File: config.mk
export PLATFORM = sky130hd
export DESIGN_NAME = srpt_update
export DESIGN_NICKNAME = d
export VERILOG_FILES = /design/src/hdl/srpt_pkg.sv /design/src/hdl/srpt_update.sv
export SDC_FILE = /design/constraint.sdc
export NUM_CORES = 1
export LEC_CHECK = 0
export BUFFER_PORTS_ARGS = -buffer_cell sky130_fd_sc_hd__buf_4
export CORE_AREA = 2 2 201 203
export DETAILED_ROUTE_END_ITERATION = 10
export DIE_AREA = 0 0 203 205
export PLACE_DENSITY = 0.48
export SETUP_SLACK_MARGIN = 0.5
export SLEW_MARGIN = 20
export SYNTH_ARGS = -nofsm -noshare
export SYNTH_HDL_FRONTEND = slang
export SYNTH_SLANG_ARGS = --single-unit
export TNS_END_PERCENT = 1
File: constraint.sdc
create_clock -name vclk -period 8
set_input_delay 0.8 -clock vclk [all_inputs]
set_output_delay 0.8 -clock vclk [all_outputs]
set_load 0.05 [all_outputs]
File: src/hdl/srpt_pkg.sv
// shared types and constants for the stride reference prediction table
package srpt_pkg;

  localparam int ADDR_W   = 64;
  localparam int STRIDE_W = 32;

  // per-entry prediction state, encoding fixed by the table format
  typedef enum logic [1:0] {
    PST_INIT      = 2'd0,
    PST_TRANSIENT = 2'd1,
    PST_STEADY    = 2'd2,
    PST_NOPRED    = 2'd3
  } pred_state_t;

  // one table entry; the tag is the full pc
  typedef struct packed {
    logic                valid;
    logic [ADDR_W-1:0]   tag;
    logic [ADDR_W-1:0]   last_addr;
    logic [STRIDE_W-1:0] stride;
    pred_state_t         state;
  } entry_t;

endpackage

File: src/hdl/srpt_update.sv
// entry update rules and prefetch address generation
module srpt_update (
  input  srpt_pkg::entry_t                cur,
  input  logic [srpt_pkg::ADDR_W-1:0]     pc,
  input  logic [srpt_pkg::ADDR_W-1:0]     addr,
  output srpt_pkg::entry_t                upd,
  output logic                            emit,
  output logic [srpt_pkg::ADDR_W-1:0]     pf_addr
);

  logic                          hit;
  logic [srpt_pkg::ADDR_W-1:0]   diff;
  logic [srpt_pkg::ADDR_W-1:0]   stride_x;
  logic                          match;

  assign hit      = cur.valid && (cur.tag == pc);
  assign diff     = addr - cur.last_addr;
  assign stride_x = {{(srpt_pkg::ADDR_W-srpt_pkg::STRIDE_W){cur.stride[srpt_pkg::STRIDE_W-1]}},
                     cur.stride};
  assign match    = (stride_x == diff);
  // a steady result always comes from a match, so the old stride is the one used
  assign pf_addr  = addr + stride_x;

  // rpt state transitions
  always_comb begin
    upd           = cur;
    upd.valid     = 1'b1;
    upd.tag       = pc;
    upd.last_addr = addr;
    if (!hit) begin
      upd.stride = '0;
      upd.state  = srpt_pkg::PST_INIT;
    end else if (match) begin
      upd.state = (cur.state == srpt_pkg::PST_NOPRED) ? srpt_pkg::PST_TRANSIENT
                                                      : srpt_pkg::PST_STEADY;
    end else begin
      unique case (cur.state)
        srpt_pkg::PST_INIT: begin
          upd.stride = diff[srpt_pkg::STRIDE_W-1:0];
          upd.state  = srpt_pkg::PST_TRANSIENT;
        end
        srpt_pkg::PST_TRANSIENT: begin
          upd.stride = diff[srpt_pkg::STRIDE_W-1:0];
          upd.state  = srpt_pkg::PST_NOPRED;
        end
        srpt_pkg::PST_STEADY: begin
          upd.state = srpt_pkg::PST_INIT;
        end
        default: begin
          upd.stride = diff[srpt_pkg::STRIDE_W-1:0];
          upd.state  = srpt_pkg::PST_NOPRED;
        end
      endcase
    end
  end

  assign emit = (upd.state == srpt_pkg::PST_STEADY);

endmodule

==> flow_summary.toml <==
[yosys]
yosysTopAreaCellShare_pct = 14.6
synth.distinct_cells = 84
yosys_warnings = 0
synth_most_common_cell = "a21oi_1"
synth_largest_area_cell = "ha_1"
syn_inst = 1623
syn_nets = 2043
synth_top_cells_by_count = "156 x a21oi_1, 133 x buf_4, 129 x inv_1"
ys_seq_area_share_pct = 0
yosys-top-cells-area = "ha_1 15%, buf_4 9.2%, xnor2_1 8.0%, a21oi_1 7.2%, xor2_1 6.7%"
synth_area_um2 = 10900
syn_area_per_cell_um2 = 6.71

[sta]
relSlewSlack_pct = 36.9
setup_viol = 0
max_freq_mhz = 139
grt_setup_unrepaired = "false"
period_share_pct = 89.8
slew_violations = 0
hold_violations = 0
fin_tns_setup_ns = 0
worst_slew_pin_slew_ns = 0.923
finalWorstPathRequiredPeriod_ns = 7.19
fin_ws_ns = 0.815

[routing]
dr_wl_met2_um = 27000
wl_met1_um = 22300
drt_iter0_drc = 810
firstDrtPassIters = 6
met3_length_um = 3300
drt_wl_total_um = 53700
antenna_left = 0
via_per_inst = 5.23
top_layer_used = "met5"
drc_errors = 0
wire_per_inst_um = 21.5
via_count = 13100

[placed_design]
io_buffers = 518
dp_worst_setup_slack_ns = 0.784
hpwl_um = 48000
gp_congestion = 0.931
placed_cells = 2490

[final_layout]
nFillCells = 4343
final_cell_count_no_fill = 2496
seq_area_um2 = 0
seq_cells = 0
nClkBuffers = 0
drive_above_1_share_pct = 27.8
areaGrowthSynthToFinish_pct = 31.1
fin_nets = 2387

[critical_path]
worstSetupPathType = "input port to primary output"
slowest_delay_ns = 0.67
crit_chain = "buf_4 > inv_1 > ha_1 > fa_1 > and2b_1 > o31a_1 > o22ai_2 > or3b_2 > or4b_2 > nand3_1 > or4_1 > nor4_1 > and4_1 > nand4b_1 > a2111oi_4 > nand2_2 > a21o_1 > o2bb2ai_1 > buf_4"
cp_common_cell = "buf_4"
cp_top_family = "simple AND/OR/NAND/NOR gates"
path_buf_inv = 3
cp_num_cells = 19
cp_slowest_cell = "nor4_1"
cp-end-kind = "primary output"
worstPathArrival_ns = 6.39
crit_fanout = 7
cp-startpoint = "addr[0]"
cp.required_ns = 7.20
cp-endpoint = "upd[7]"
critPathLaunchType = "input port"

[pwr]
p_leak_nw = 7.02
switchingPower_mw = 1.03
p_int_mw = 0.569
powerDensity_nw_per_um2 = 112
sw_frac_of_total_pct = 64.5
clockPowerShare_pct = 0
total_power_mw = 1.60
seqPwrFrac_pct = 0
p_comb_share_pct = 100.0
irDropWorstVdd_uv = 57.5

[run_status]
status = "finished clean"

[die]
io_pins = 519
coreArea_um2 = 39400
die_x_um = 203
rows = 73
die_area_um2 = 41600
die_y_um = 205
start_util_pct = 27.7

[grt]
grt_pass1_vias = 12600
grt-ovfl-total = 0
grt_pass1_wl_um = 77500
track_usage_pct = 24.2
grt_max_degree = 45
grt_antenna_before_repair = 9

[clock_tree]
cts_resized = 0
cts_hold_buf = 0
post_cts.repair.setup_buffers = 0

[run]
drv_cap = 0

[worst_hold_path]
worstHoldPathCells = 2
hp-class = "input port to primary output"
[cell type report]
class / count / area, um2 / area share [%]
Multi-Input combinational cell: 1313 / 9200 / 64.4
Timing Repair Buffer: 522 / 3920 / 27.4
Tap cell: 525 / 657 / 4.60
Inverter: 130 / 488 / 3.42
Antenna cell: 6 / 15.0 / 0.105
[how the worst min path moves through the flow]
| stage | startpoint | endpoint | slack, ns |
|---|---|---|---|
| after floorplan | pc[2] | upd[100] | 1.77 |
| after global routing | pc[58] | upd[156] | 1.87 |
| final | pc[58] | upd[156] | 1.87 |
| after global placement | pc[58] | upd[156] | 1.87 |
| after CTS | pc[58] | upd[156] | 1.87 |
| after detailed placement | pc[58] | upd[156] | 1.87 |
[metal layers]
metal,vias up,GRT usage [%]
met3,41,3.64
li1,6418,-
met4,6,4.46
met5,-,0
met2,454,44.8
met1,6146,29.8
[metrics by stage]
stage | utilization [%] | cell area, um2 | hold slack, ns
6_report | 36.3 | 14300 | 1.87
5_1_grt | 36.3 | 14300 | 1.87
4_1_cts | 36.2 | 14300 | 1.87
3_5_place_dp | 36.2 | 14300 | 1.87
3_3_place_gp | 36.2 | 14300 | 1.87
2_1_floorplan | - | 10900 | 1.77
[layout by cell type (no fill, tap or decap), types with 14 or more instances in the layout]
| master | instances |
|---|---|
| o21bai_1 | 24 |
| o21ai_0 | 93 |
| a21oi_1 | 156 |
| mux2i_1 | 29 |
| ha_1 | 127 |
| a31oi_1 | 15 |
| xor2_1 | 83 |
| a21o_1 | 52 |
| buf_4 | 522 |
| inv_1 | 129 |
| nand4_1 | 37 |
| and3_1 | 14 |
| nand3_1 | 30 |
| nor2_1 | 123 |
| o211ai_1 | 16 |
| nor3_1 | 23 |
| nand2_1 | 116 |
| xnor2_1 | 100 |
| nor2b_1 | 26 |
| o21a_1 | 26 |
| nor4_1 | 21 |
[cell families (layout without fill, tap and decap cells)]
logic type	count (synthesis)	after routing	share of synthesized area [%]
compound gates	518	518	31.4
simple gates	451	451	20.3
buf+inv	310	652	15.6
xor+xnor	185	185	15.1
fa+ha+maj	129	129	15.0
mux	29	29	2.66
other cells	1	7	0.0344
[power by group through the flow]
| stage | Combinational [mW] | Sequential, mW | Clock (mW) |
|---|---|---|---|
| global placement | 1.60 | 0 | 0 |
| floorplan | 1.10 | 0 | 0 |
| detailed placement | 1.59 | 0 | 0 |
| global route | 1.71 | 0 | 0.000000101 |
| CTS | 1.60 | 0 | 0 |
| finish | 1.60 | 0 | 0.000000101 |
(Power assumes the default switching activity.)
